$ cat src/rtl/core/tlasa_pkg.sv
// ----------------------------------------------------------------------------
// tlasa_pkg
// types, constants and the arctangent table of the servo angle core
// ----------------------------------------------------------------------------
package tlasa_pkg;

    // cordic datapath width and angle widths (degrees, 16 fractional bits)
    localparam int CW  = 44;
    localparam int ZW  = 32;
    localparam int AW  = 34;
    // square root unit: radicand and root widths
    localparam int SQW = 46;
    localparam int RTW = 23;
    localparam int RW  = RTW + 2;

    localparam logic signed [CW-1:0] NORM_LIM = CW'(64'sd1 <<< 38);
    localparam logic signed [ZW-1:0] DEG90    = 32'sd5898240;
    localparam logic signed [AW-1:0] DEG180   = 34'sd11796480;
    localparam logic [7:0]           SERVO_MAX = 8'd180;

    typedef logic [10:0] arm_len_t;
    typedef logic [0:0]  cfg_index_t;

    localparam cfg_index_t REG_FIRST_ARM  = 1'b0;
    localparam cfg_index_t REG_SECOND_ARM = 1'b1;

    // handshake status of a multi-cycle unit
    typedef struct packed {
        logic busy;
        logic done;
    } unit_status_t;

    // atan(2^-i) in degrees, rounded to 16 fractional bits
    function automatic logic signed [ZW-1:0] atan_q16(input logic [4:0] idx);
        logic signed [ZW-1:0] v;
        case (idx)
            5'd0:  v = 32'sd2949120;
            5'd1:  v = 32'sd1740967;
            5'd2:  v = 32'sd919879;
            5'd3:  v = 32'sd466945;
            5'd4:  v = 32'sd234379;
            5'd5:  v = 32'sd117304;
            5'd6:  v = 32'sd58666;
            5'd7:  v = 32'sd29335;
            5'd8:  v = 32'sd14668;
            5'd9:  v = 32'sd7334;
            5'd10: v = 32'sd3667;
            5'd11: v = 32'sd1833;
            5'd12: v = 32'sd917;
            5'd13: v = 32'sd458;
            5'd14: v = 32'sd229;
            5'd15: v = 32'sd115;
            5'd16: v = 32'sd57;
            5'd17: v = 32'sd29;
            5'd18: v = 32'sd14;
            5'd19: v = 32'sd7;
            5'd20: v = 32'sd4;
            5'd21: v = 32'sd2;
            5'd22: v = 32'sd1;
            default: v = '0;
        endcase
        return v;
    endfunction

    // truncate toward zero to whole degrees and saturate to 0..180
    function automatic logic [7:0] to_servo(input logic signed [AW-1:0] q);
        logic signed [AW-1:0] d;
        logic [7:0] r;
        d = q >>> 16;
        if (q < 0) begin
            r = 8'd0;
        end else if (d > AW'(SERVO_MAX)) begin
            r = SERVO_MAX;
        end else begin
            r = d[7:0];
        end
        return r;
    endfunction

endpackage

$ cat src/rtl/core/two_link_arm_servo_angles_core.sv
// ----------------------------------------------------------------------------
// two_link_arm_servo_angles_core
// servo angles of a two-link planar arm from a target point
// ----------------------------------------------------------------------------
// usage
//   s_ channel: one command per transaction; s_tuser[0] selects move (0) or
//   pen lift (1). a move carries the target point, a lift carries pen_up.
//   m_ channel: one result per command with the held shoulder, elbow and
//   lift angles; m_tuser[0] flags a move target that was out of reach.
//   cfg_ channel: link lengths, always ready, to be written while idle; not enforced.
// sequence
//   a lift goes through the output state to the output register. a move
//   runs its multiply steps on one shared multiplier, the reach test, the
//   square root, then two or three passes of the shared cordic unit, each
//   normalising its operands before the micro-rotations, then the final
//   angles. an unreachable move goes from the reach test through the
//   output state to the output register.
//   one command is processed at a time; s_tready is high only while idle.
// reset and stall
//   reset clears the held angles to 0, the link lengths to 80 and empties the
//   output register. a stalled receiver keeps the result in the output
//   register; the next command is taken meanwhile and its result waits
//   until the register is free.
// ----------------------------------------------------------------------------
module two_link_arm_servo_angles_core #(
    parameter int  COORD_BITS   = 12,
    parameter int  CORDIC_STEPS = 20,
    localparam int S_TDATA_W    = ((2 * COORD_BITS + 1 + 7) / 8) * 8
) (
    input  logic                    aclk,
    input  logic                    aresetn,
    // input commands
    input  logic                    s_tvalid,
    output logic                    s_tready,
    input  logic [S_TDATA_W-1:0]    s_tdata,   // target_x, target_y, pen_up, zero fill
    input  logic [0:0]              s_tuser,   // cmd
    // results
    output logic                    m_tvalid,
    input  logic                    m_tready,
    output logic [23:0]             m_tdata,   // shoulder_degrees, elbow_degrees, lift_degrees
    output logic [0:0]              m_tuser,   // unreachable
    // configuration writes
    input  logic                    cfg_valid,
    output logic                    cfg_ready,
    input  tlasa_pkg::cfg_index_t   cfg_index,
    input  tlasa_pkg::arm_len_t     cfg_data
);
    import tlasa_pkg::*;

    localparam int NW = ((2 * COORD_BITS > 23) ? 2 * COORD_BITS : 23) + 2;
    localparam int PW = 2 * NW;

    typedef enum logic [3:0] {
        ST_IDLE, ST_MUL, ST_CHECK, ST_SQRT, ST_GAMMA,
        ST_PHI, ST_THETA, ST_SUM, ST_OUT
    } state_t;

    state_t                       state_reg;
    logic [3:0]                   step_reg;
    logic                         launch_reg;
    arm_len_t                     a_len_reg;
    arm_len_t                     b_len_reg;
    logic signed [COORD_BITS-1:0] x_reg;
    logic signed [COORD_BITS-1:0] y_reg;
    logic signed [PW-1:0]         prod_reg;
    logic signed [NW-1:0]         ab_reg;
    logic signed [NW-1:0]         asq_reg;
    logic signed [NW-1:0]         bsq_reg;
    logic signed [NW-1:0]         r2_reg;
    logic signed [NW-1:0]         num_reg;
    logic signed [NW-1:0]         m_abs_reg;
    logic signed [PW-1:0]         dsq_reg;
    logic signed [PW:0]           sq_reg;
    logic [RTW-1:0]               root_reg;
    logic signed [ZW-1:0]         gamma_reg;
    logic signed [ZW-1:0]         phi_reg;
    logic signed [ZW-1:0]         theta_reg;
    logic [7:0]                   held_shoulder_reg;
    logic [7:0]                   held_elbow_reg;
    logic [7:0]                   held_lift_reg;
    logic                         flag_reg;
    logic                         m_tvalid_reg;
    logic [23:0]                  m_tdata_reg;
    logic                         m_tuser_reg;

    logic signed [NW-1:0]  opa;
    logic signed [NW-1:0]  opb;
    logic signed [PW-1:0]  mul_p;
    logic signed [NW-1:0]  den;
    logic signed [NW-1:0]  m_val;
    logic signed [CW-1:0]  xw;
    logic signed [CW-1:0]  yw;
    logic signed [CW-1:0]  cx;
    logic signed [CW-1:0]  cy;
    logic signed [CW-1:0]  root_w;
    logic signed [AW-1:0]  alpha;
    logic signed [AW-1:0]  beta;
    logic                  sqrt_start;
    logic                  cordic_start;
    logic [RTW-1:0]        sqrt_root;
    logic signed [ZW-1:0]  cordic_z;
    unit_status_t          sqrt_st;
    unit_status_t          cordic_st;

    // shared multiplier, operands chosen by the multiply step
    assign den = NW'(ab_reg <<< 1);
    always_comb begin
        case (step_reg)
            4'd0:    begin opa = NW'($signed({1'b0, a_len_reg})); opb = NW'($signed({1'b0, b_len_reg})); end
            4'd1:    begin opa = NW'($signed({1'b0, a_len_reg})); opb = NW'($signed({1'b0, a_len_reg})); end
            4'd2:    begin opa = NW'($signed({1'b0, b_len_reg})); opb = NW'($signed({1'b0, b_len_reg})); end
            4'd3:    begin opa = NW'(x_reg); opb = NW'(x_reg); end
            4'd4:    begin opa = NW'(y_reg); opb = NW'(y_reg); end
            4'd5:    begin opa = den; opb = den; end
            default: begin opa = num_reg; opb = num_reg; end
        endcase
    end
    assign mul_p = opa * opb;

    assign m_val = asq_reg - bsq_reg + r2_reg;

    // cordic operand selection per pass
    assign xw     = CW'(x_reg);
    assign yw     = CW'(y_reg);
    assign root_w = CW'($signed({1'b0, root_reg}));
    always_comb begin
        case (state_reg)
            ST_GAMMA: begin cx = CW'(num_reg);   cy = root_w; end
            ST_PHI:   begin cx = CW'(m_abs_reg); cy = root_w; end
            default:  begin
                cx = (xw < 0) ? -xw : xw;
                cy = (yw < 0) ? -yw : yw;
            end
        endcase
    end

    assign sqrt_start   = (state_reg == ST_SQRT) && !launch_reg;
    assign cordic_start = (state_reg == ST_GAMMA || state_reg == ST_PHI ||
                           state_reg == ST_THETA) && !launch_reg;

    // final angles
    assign alpha = AW'(phi_reg) + AW'(theta_reg);
    assign beta  = DEG180 - alpha - AW'(gamma_reg);

    tlasa_sqrt u_sqrt (
        .aclk    (aclk),
        .aresetn (aresetn),
        .start   (sqrt_start),
        .data_in (sq_reg[SQW-1:0]),
        .status  (sqrt_st),
        .root    (sqrt_root)
    );

    tlasa_cordic #(
        .STEPS (CORDIC_STEPS)
    ) u_cordic (
        .aclk    (aclk),
        .aresetn (aresetn),
        .start   (cordic_start),
        .x_in    (cx),
        .y_in    (cy),
        .status  (cordic_st),
        .z_out   (cordic_z)
    );

    // sequencer, held angles and output register
    always_ff @(posedge aclk) begin
        if (!aresetn) begin
            state_reg         <= ST_IDLE;
            step_reg          <= '0;
            launch_reg        <= 1'b0;
            a_len_reg         <= 11'd80;
            b_len_reg         <= 11'd80;
            held_shoulder_reg <= '0;
            held_elbow_reg    <= '0;
            held_lift_reg     <= '0;
            m_tvalid_reg      <= 1'b0;
        end else begin
            // configuration transaction
            if (cfg_valid) begin
                unique case (cfg_index)
                    REG_FIRST_ARM:  a_len_reg <= cfg_data;
                    REG_SECOND_ARM: b_len_reg <= cfg_data;
                endcase
            end

            // result taken and no new one loaded this cycle
            if (m_tvalid_reg && m_tready && state_reg != ST_OUT) begin
                m_tvalid_reg <= 1'b0;
            end

            unique case (state_reg)
                ST_IDLE: begin
                    if (s_tvalid) begin
                        x_reg <= s_tdata[COORD_BITS-1:0];
                        y_reg <= s_tdata[2*COORD_BITS-1:COORD_BITS];
                        if (s_tuser[0]) begin
                            held_lift_reg <= s_tdata[2*COORD_BITS] ? SERVO_MAX : 8'd0;
                            flag_reg      <= 1'b0;
                            state_reg     <= ST_OUT;
                        end else begin
                            step_reg  <= '0;
                            state_reg <= ST_MUL;
                        end
                    end
                end
                // products are registered in prod_reg, in the cycle after their operands
                ST_MUL: begin
                    prod_reg <= mul_p;
                    step_reg <= step_reg + 4'd1;
                    case (step_reg)
                        4'd1: ab_reg  <= NW'(prod_reg);
                        4'd2: asq_reg <= NW'(prod_reg);
                        4'd3: bsq_reg <= NW'(prod_reg);
                        4'd4: r2_reg  <= NW'(prod_reg);
                        4'd5: r2_reg  <= r2_reg + NW'(prod_reg);
                        4'd6: begin
                            dsq_reg <= prod_reg;
                            num_reg <= asq_reg + bsq_reg - r2_reg;
                        end
                        4'd8: begin
                            sq_reg    <= (PW + 1)'(dsq_reg) - (PW + 1)'(prod_reg);
                            state_reg <= ST_CHECK;
                        end
                        default: ;
                    endcase
                end
                // reach test
                ST_CHECK: begin
                    m_abs_reg <= (m_val < 0) ? -m_val : m_val;
                    if (a_len_reg == '0 || b_len_reg == '0 || r2_reg == '0 || sq_reg < 0) begin
                        flag_reg  <= 1'b1;
                        state_reg <= ST_OUT;
                    end else begin
                        launch_reg <= 1'b0;
                        state_reg  <= ST_SQRT;
                    end
                end
                ST_SQRT: begin
                    launch_reg <= 1'b1;
                    if (launch_reg && sqrt_st.done) begin
                        root_reg   <= sqrt_root;
                        launch_reg <= 1'b0;
                        state_reg  <= ST_GAMMA;
                    end
                end
                ST_GAMMA: begin
                    launch_reg <= 1'b1;
                    if (launch_reg && cordic_st.done) begin
                        gamma_reg  <= cordic_z;
                        launch_reg <= 1'b0;
                        state_reg  <= ST_PHI;
                    end
                end
                ST_PHI: begin
                    launch_reg <= 1'b1;
                    if (launch_reg && cordic_st.done) begin
                        phi_reg    <= cordic_z;
                        launch_reg <= 1'b0;
                        // target on the y axis gives plus or minus 90 directly
                        if (x_reg == '0) begin
                            theta_reg <= (y_reg > 0) ? DEG90 : -DEG90;
                            state_reg <= ST_SUM;
                        end else begin
                            state_reg <= ST_THETA;
                        end
                    end
                end
                ST_THETA: begin
                    launch_reg <= 1'b1;
                    if (launch_reg && cordic_st.done) begin
                        theta_reg  <= ((x_reg < 0) != (y_reg < 0)) ? -cordic_z : cordic_z;
                        launch_reg <= 1'b0;
                        state_reg  <= ST_SUM;
                    end
                end
                ST_SUM: begin
                    held_shoulder_reg <= to_servo(alpha);
                    held_elbow_reg    <= to_servo(beta);
                    flag_reg          <= 1'b0;
                    state_reg         <= ST_OUT;
                end
                // load the output register once it is free
                ST_OUT: begin
                    if (!m_tvalid_reg || m_tready) begin
                        m_tvalid_reg <= 1'b1;
                        m_tdata_reg  <= {held_lift_reg, held_elbow_reg, held_shoulder_reg};
                        m_tuser_reg  <= flag_reg;
                        state_reg    <= ST_IDLE;
                    end
                end
                default: state_reg <= ST_IDLE;
            endcase
        end
    end

    assign s_tready   = (state_reg == ST_IDLE);
    assign cfg_ready  = 1'b1;
    assign m_tvalid   = m_tvalid_reg;
    assign m_tdata    = m_tdata_reg;
    assign m_tuser[0] = m_tuser_reg;

endmodule

$ cat src/rtl/core/tlasa_sqrt.sv
// ----------------------------------------------------------------------------
// tlasa_sqrt
// integer square root, two radicand bits per cycle
// ----------------------------------------------------------------------------
module tlasa_sqrt (
    input  logic                     aclk,
    input  logic                     aresetn,
    input  logic                     start,
    input  logic [tlasa_pkg::SQW-1:0] data_in,
    output tlasa_pkg::unit_status_t  status,
    output logic [tlasa_pkg::RTW-1:0] root
);
    import tlasa_pkg::*;

    logic [SQW-1:0] data_reg;
    logic [RW-1:0]  rem_reg;
    logic [RTW-1:0] root_reg;
    logic [4:0]     cnt_reg;
    logic           busy_reg;
    logic           done_reg;

    logic [RW-1:0] rem_sh;
    logic [RW-1:0] trial;

    // trial subtraction of one root bit
    assign rem_sh = {rem_reg[RW-3:0], data_reg[SQW-1 -: 2]};
    assign trial  = {root_reg, 2'b01};

    always_ff @(posedge aclk) begin
        if (!aresetn) begin
            busy_reg <= 1'b0;
            done_reg <= 1'b0;
            cnt_reg  <= '0;
        end else begin
            done_reg <= 1'b0;
            if (!busy_reg) begin
                if (start) begin
                    busy_reg <= 1'b1;
                    cnt_reg  <= '0;
                    data_reg <= data_in;
                    rem_reg  <= '0;
                    root_reg <= '0;
                end
            end else begin
                data_reg <= data_reg << 2;
                if (rem_sh >= trial) begin
                    rem_reg  <= rem_sh - trial;
                    root_reg <= {root_reg[RTW-2:0], 1'b1};
                end else begin
                    rem_reg  <= rem_sh;
                    root_reg <= {root_reg[RTW-2:0], 1'b0};
                end
                cnt_reg <= cnt_reg + 5'd1;
                if (cnt_reg == 5'(RTW - 1)) begin
                    busy_reg <= 1'b0;
                    done_reg <= 1'b1;
                end
            end
        end
    end

    assign status.busy = busy_reg;
    assign status.done = done_reg;
    assign root        = root_reg;

endmodule

$ cat src/rtl/core/tlasa_cordic.sv
// ----------------------------------------------------------------------------
// tlasa_cordic
// vectoring cordic for atan2(y, x) with y >= 0, result in degrees
// ----------------------------------------------------------------------------
module tlasa_cordic #(
    parameter int STEPS = 20
) (
    input  logic                           aclk,
    input  logic                           aresetn,
    input  logic                           start,
    input  logic signed [tlasa_pkg::CW-1:0] x_in,
    input  logic signed [tlasa_pkg::CW-1:0] y_in,
    output tlasa_pkg::unit_status_t        status,
    output logic signed [tlasa_pkg::ZW-1:0] z_out
);
    import tlasa_pkg::*;

    localparam int NSTEP = (STEPS > 32) ? 32 : STEPS;

    typedef enum logic [1:0] {C_IDLE, C_NORM, C_ITER} cstate_t;

    cstate_t              state_reg;
    logic signed [CW-1:0] x_reg;
    logic signed [CW-1:0] y_reg;
    logic signed [ZW-1:0] z_reg;
    logic [5:0]           i_reg;
    logic                 done_reg;

    logic signed [CW-1:0] sx;
    logic signed [CW-1:0] sy;
    logic signed [ZW-1:0] step_angle;

    // floor shifts of both components and the table angle for this step
    assign sx         = x_reg >>> i_reg[4:0];
    assign sy         = y_reg >>> i_reg[4:0];
    assign step_angle = atan_q16(i_reg[4:0]);

    always_ff @(posedge aclk) begin
        if (!aresetn) begin
            state_reg <= C_IDLE;
            done_reg  <= 1'b0;
            i_reg     <= '0;
        end else begin
            done_reg <= 1'b0;
            unique case (state_reg)
                C_IDLE: begin
                    if (start) begin
                        // left half plane: turn by -90 degrees first
                        if (x_in < 0) begin
                            x_reg     <= y_in;
                            y_reg     <= -x_in;
                            z_reg     <= DEG90;
                            state_reg <= C_NORM;
                        end else begin
                            x_reg <= x_in;
                            y_reg <= y_in;
                            z_reg <= '0;
                            if (x_in == 0 && y_in == 0) begin
                                done_reg <= 1'b1;
                            end else begin
                                state_reg <= C_NORM;
                            end
                        end
                    end
                end
                // scale up one bit a cycle until a component reaches the limit
                C_NORM: begin
                    if (x_reg < NORM_LIM && y_reg < NORM_LIM) begin
                        x_reg <= x_reg <<< 1;
                        y_reg <= y_reg <<< 1;
                    end else begin
                        i_reg     <= '0;
                        state_reg <= C_ITER;
                    end
                end
                // one micro-rotation per cycle
                C_ITER: begin
                    if (i_reg == 6'(NSTEP)) begin
                        done_reg  <= 1'b1;
                        state_reg <= C_IDLE;
                    end else begin
                        if (y_reg > 0) begin
                            x_reg <= x_reg + sy;
                            y_reg <= y_reg - sx;
                            z_reg <= z_reg + step_angle;
                        end else begin
                            x_reg <= x_reg - sy;
                            y_reg <= y_reg + sx;
                            z_reg <= z_reg - step_angle;
                        end
                        i_reg <= i_reg + 6'd1;
                    end
                end
                default: state_reg <= C_IDLE;
            endcase
        end
    end

    assign status.busy = (state_reg != C_IDLE);
    assign status.done = done_reg;
    assign z_out       = z_reg;

endmodule

$ cat config.mk
export PLATFORM = sky130hd
export DESIGN_NAME = two_link_arm_servo_angles_core
export DESIGN_NICKNAME = d
export VERILOG_FILES = /design/src/rtl/core/tlasa_pkg.sv /design/src/rtl/core/two_link_arm_servo_angles_core.sv /design/src/rtl/core/tlasa_sqrt.sv /design/src/rtl/core/tlasa_cordic.sv
export SDC_FILE = /design/constraint.sdc
export NUM_CORES = 2
export LEC_CHECK = 0
export BUFFER_PORTS_ARGS = -buffer_cell sky130_fd_sc_hd__buf_4
export CORE_UTILIZATION = 40
export DETAILED_ROUTE_END_ITERATION = 12
export MAX_ROUTING_LAYER = met4
export SYNTH_ARGS = -nofsm -noshare
export SYNTH_HDL_FRONTEND = slang
export SYNTH_SLANG_ARGS = --single-unit
$ cat constraint.sdc
create_clock -name aclk -period 13.15 [get_ports aclk]
set_clock_uncertainty 0.05 [all_clocks]
set_input_delay 0 -clock aclk [delete_from_list [all_inputs] [get_ports aclk]]
set_output_delay 0 -clock aclk [all_outputs]
set_load 0.02 [all_outputs]
==> results.py <==
metrics = {
    "run_status": {
        "status": "completed",
    },
    "critical_path": {
        "path_class": "flop to flop",
        "start_kind": "flop",
        "cp-end-kind": "flop",
        "required_ns": 13.57,
        "max_stage_delay_ns": 0.97,
        "ff2ff_path_depth": 34,
        "slowest_stage": "nor2_1",
        "cp.arrival_ns": 12.02,
        "crit_path_max_fanout": 37,
        "cp_common_cell": "fa_1",
    },
    "yosys": {
        "synth_cell_type_count": 109,
        "synth_top_area_share_pct": 24.6,
        "synth.cell_area_mm2": 0.0832,
        "yosys_warnings": 0,
        "yosysSeqAreaShare_pct": 26.7,
        "syn_area_per_cell_um2": 9.44,
        "synth-seq-cells": 767,
        "synth_area_leaders": "edfxtp_1 (25%), fa_1 (18%), ha_1 (8.1%)",
        "async_reset_ff_share_pct": 0,
        "syn_inst": 8807,
        "synth_flop_cell": "edfxtp_1",
        "synth_area_leader_cell": "edfxtp_1",
        "synth_edf_count": 680,
    },
    "die": {
        "die_w_um": 458,
        "num_io_pins": 78,
        "coreArea_mm2": 0.206,
        "design.die.area_mm2": 0.210,
        "initial_utilization_pct": 40.4,
        "die_height_um": 458,
        "core.rowCount": 166,
    },
    "pwr": {
        "power.leakage_nw": 38.9,
        "power.density_mw_per_mm2": 171,
        "vdd_drop_max_v": 0.000155,
        "fin_total_pwr_mw": 15.5,
    },
    "sta": {
        "grt_setup_unrepaired": "false",
        "hold_viol": 0,
        "setup_tns_ns": 0,
        "period_needed_ns": 11.60,
        "finalCritPeriodShare_pct": 88.2,
        "tightestPinTransition_ns": 1.37,
        "finalMaxSlewViolations": 0,
        "finalSetupViolations": 0,
        "relSlewSlack_pct": 8.81,
        "clock.fmax_mhz": 86.2,
    },
    "clock_network": {
        "holdBufCountCts": 78,
        "cts.sinks": 767,
        "post_cts_resized": 0,
        "cts_root_buffer": "clkbuf_16",
        "postCtsSetupRepairBufs": 0,
        "cts_tree": "built",
        "clkSlewWorstSetupHoldPaths_ns": 0.06,
        "clock_path_buffers": 3,
        "clock_latency_ns": 0.75,
        "cts_buffers": 89,
        "cts_max_level": 3,
    },
    "detailed_routing": {
        "drc": 0,
        "firstDrtPassIters": 7,
        "finalWirelength_um": 263000,
        "vias_per_cell": 5.68,
        "vias": 65700,
        "drtAntennaViolNets": 0,
        "drt_iter0_drc": 5710,
        "wire_per_inst_um": 22.7,
    },
    "min_path": {
        "hold_depth": 2,
        "hold_class": "input pin to flop",
    },
    "place": {
        "dp.cells": 11300,
        "routabilityCongestion": 0.968,
        "dp_hpwl_um": 204000,
        "io_buffers": 65,
        "dpl_cell_area_mm2": 0.0865,
    },
    "layout": {
        "nNetsFinal": 10100,
        "drive_gt1_share_pct": 7.56,
        "final_area_mm2": 0.0904,
        "finalNonFillerCells": 11600,
        "areaGrowthSynthToFinish_pct": 8.66,
        "final_core_util_pct": 43.9,
    },
    "global_routing": {
        "grt_pass1_wl_um": 400000,
        "grt_overflow_total": 0,
        "grt_pass1_vias": 65700,
        "grt_use_total_pct": 25.6,
        "antenna_found_initial": 10,
        "grt_max_degree": 79,
    },
    "flow_run": {
        "drv_cap": 0,
    },
}
==> per-stage QoR <==
step | worst slack [ns] | hold slack, ns
after floorplan | 3.99 | 0.0489
after global placement | 1.45 | 0.129
after detailed placement | 1.64 | 0.131
after CTS | 1.64 | 0.00625
after global routing | 0.993 | 0.0345
final | 1.55 | 0.0349
==> Yosys cell counts (57+ instances only) <==
master and number:
a211oi_1 57, a21o_1 160, a21oi_1 473, a31oi_1 81, clkbuf_1 271, dfxtp_1 87
edfxtp_1 680, fa_1 766, ha_1 538, inv_1 1221, mux2_2 89, mux2i_1 153
mux4_2 123, nand2_1 859, nand2b_1 81, nand3_1 145, nor2_1 757, nor2b_1 96
nor3_1 134, o21a_1 94, o21ai_0 395, xnor2_1 300, xor2_1 201
==> where the power goes <==
| group | total (mW) | switching (mW) | internal, mW |
|---|---|---|---|
| clock | 2.62 | 1.12 | 1.50 |
| combinational | 9.54 | 5.89 | 3.65 |
| sequential | 3.31 | 0.289 | 3.02 |
| total | 15.5 | 7.30 | 8.17 |
==> metal layers <==
| layer | track usage, % | up-vias | part of all wire [%] |
|---|---|---|---|
| li1 | - | 30200 | - |
| met1 | 31.4 | 32400 | 40 |
| met2 | 40.7 | 2484 | 47 |
| met3 | 4.09 | 551 | 7.0 |
| met4 | 13.2 | 0 | 5.8 |
| met5 | - | - | 0 |
==> cell type report <==
type / instances / area, µm²
clock buffers: 116 / 2450
inverters: 1236 / 4640
fillers: 19800 / 115000
clock inverters: 50 / 629
repair buffers: 269 / 2210
flip-flops and latches: 767 / 22200
diodes: 5 / 12.5
multi-input cells: 6423 / 54900
well taps: 2688 / 3360
==> cells in the final DEF, fill, tap and decap left out, drive strengths merged, types with 34 or more instances in the layout <==
master	synthesis	routed
inv	1225	1233
nand2	861	861
fa	766	766
nor2	757	757
edfxtp	680	680
ha	538	538
a21oi	474	474
o21ai	425	425
xnor2	300	300
xor2	201	201
buf	112	191
a21o	160	160
mux2i	153	153
nand3	145	145
nor3	138	138
mux4	127	127
clkbuf	272	116
nor2b	96	96
mux2	96	96
o21a	94	94
dfxtp	87	87
a31oi	82	82
nand2b	81	81
dlygate4sd3	0	78
a211oi	60	60
nor4	57	57
and2	57	57
and3	51	51
nand4	50	50
o31ai	50	50
a22oi	44	44
o21bai	40	40
clkinv	11	38
o22ai	34	34
==> worst max-delay path: cells and delay by family (launching register included) <==
family | cells | cell delay (ns)
flip-flops | 1 | 0.40
buffers and inverters | 8 | 1.24
AND/OR/NAND/NOR | 8 | 2.89
XOR/XNOR | 1 | 0.09
AO/OA/AOI/OAI | 8 | 2.68
adder cells (fa/ha/maj) | 9 | 3.96
==> cell families after synthesis <==
group                      after synthesis  synth area share (%)
AOI/OAI and AO/OA                     1780                  13.8
xor gates and xnor gates               501                  5.28
adders and majority gates             1304                  26.5
buffers and inverters                 1620                  7.57
DFF                                    767                  26.7
muxes                                  376                  6.60
other                                    2               0.00903
and+or+nand+nor                       2457                  13.6
==> path summary, 6_finish.rpt <==
check,startpoint,slack [ns],endpoint
worst min-delay path,s_tdata[18],0.03,y_reg[6]$_DFFE_PP_
worst max register to register,step_reg[0]$_SDFFE_PN0P_,1.55,prod_reg[50]$_DFFE_PP_
worst min register to register,u_sqrt.root[20]$_SDFFCE_PN0P_,0.38,root_reg[20]$_DFFE_PP_
worst max-delay path,step_reg[0]$_SDFFE_PN0P_,1.55,prod_reg[50]$_DFFE_PP_
No activity file was read; power rests on OpenSTA's default activity.
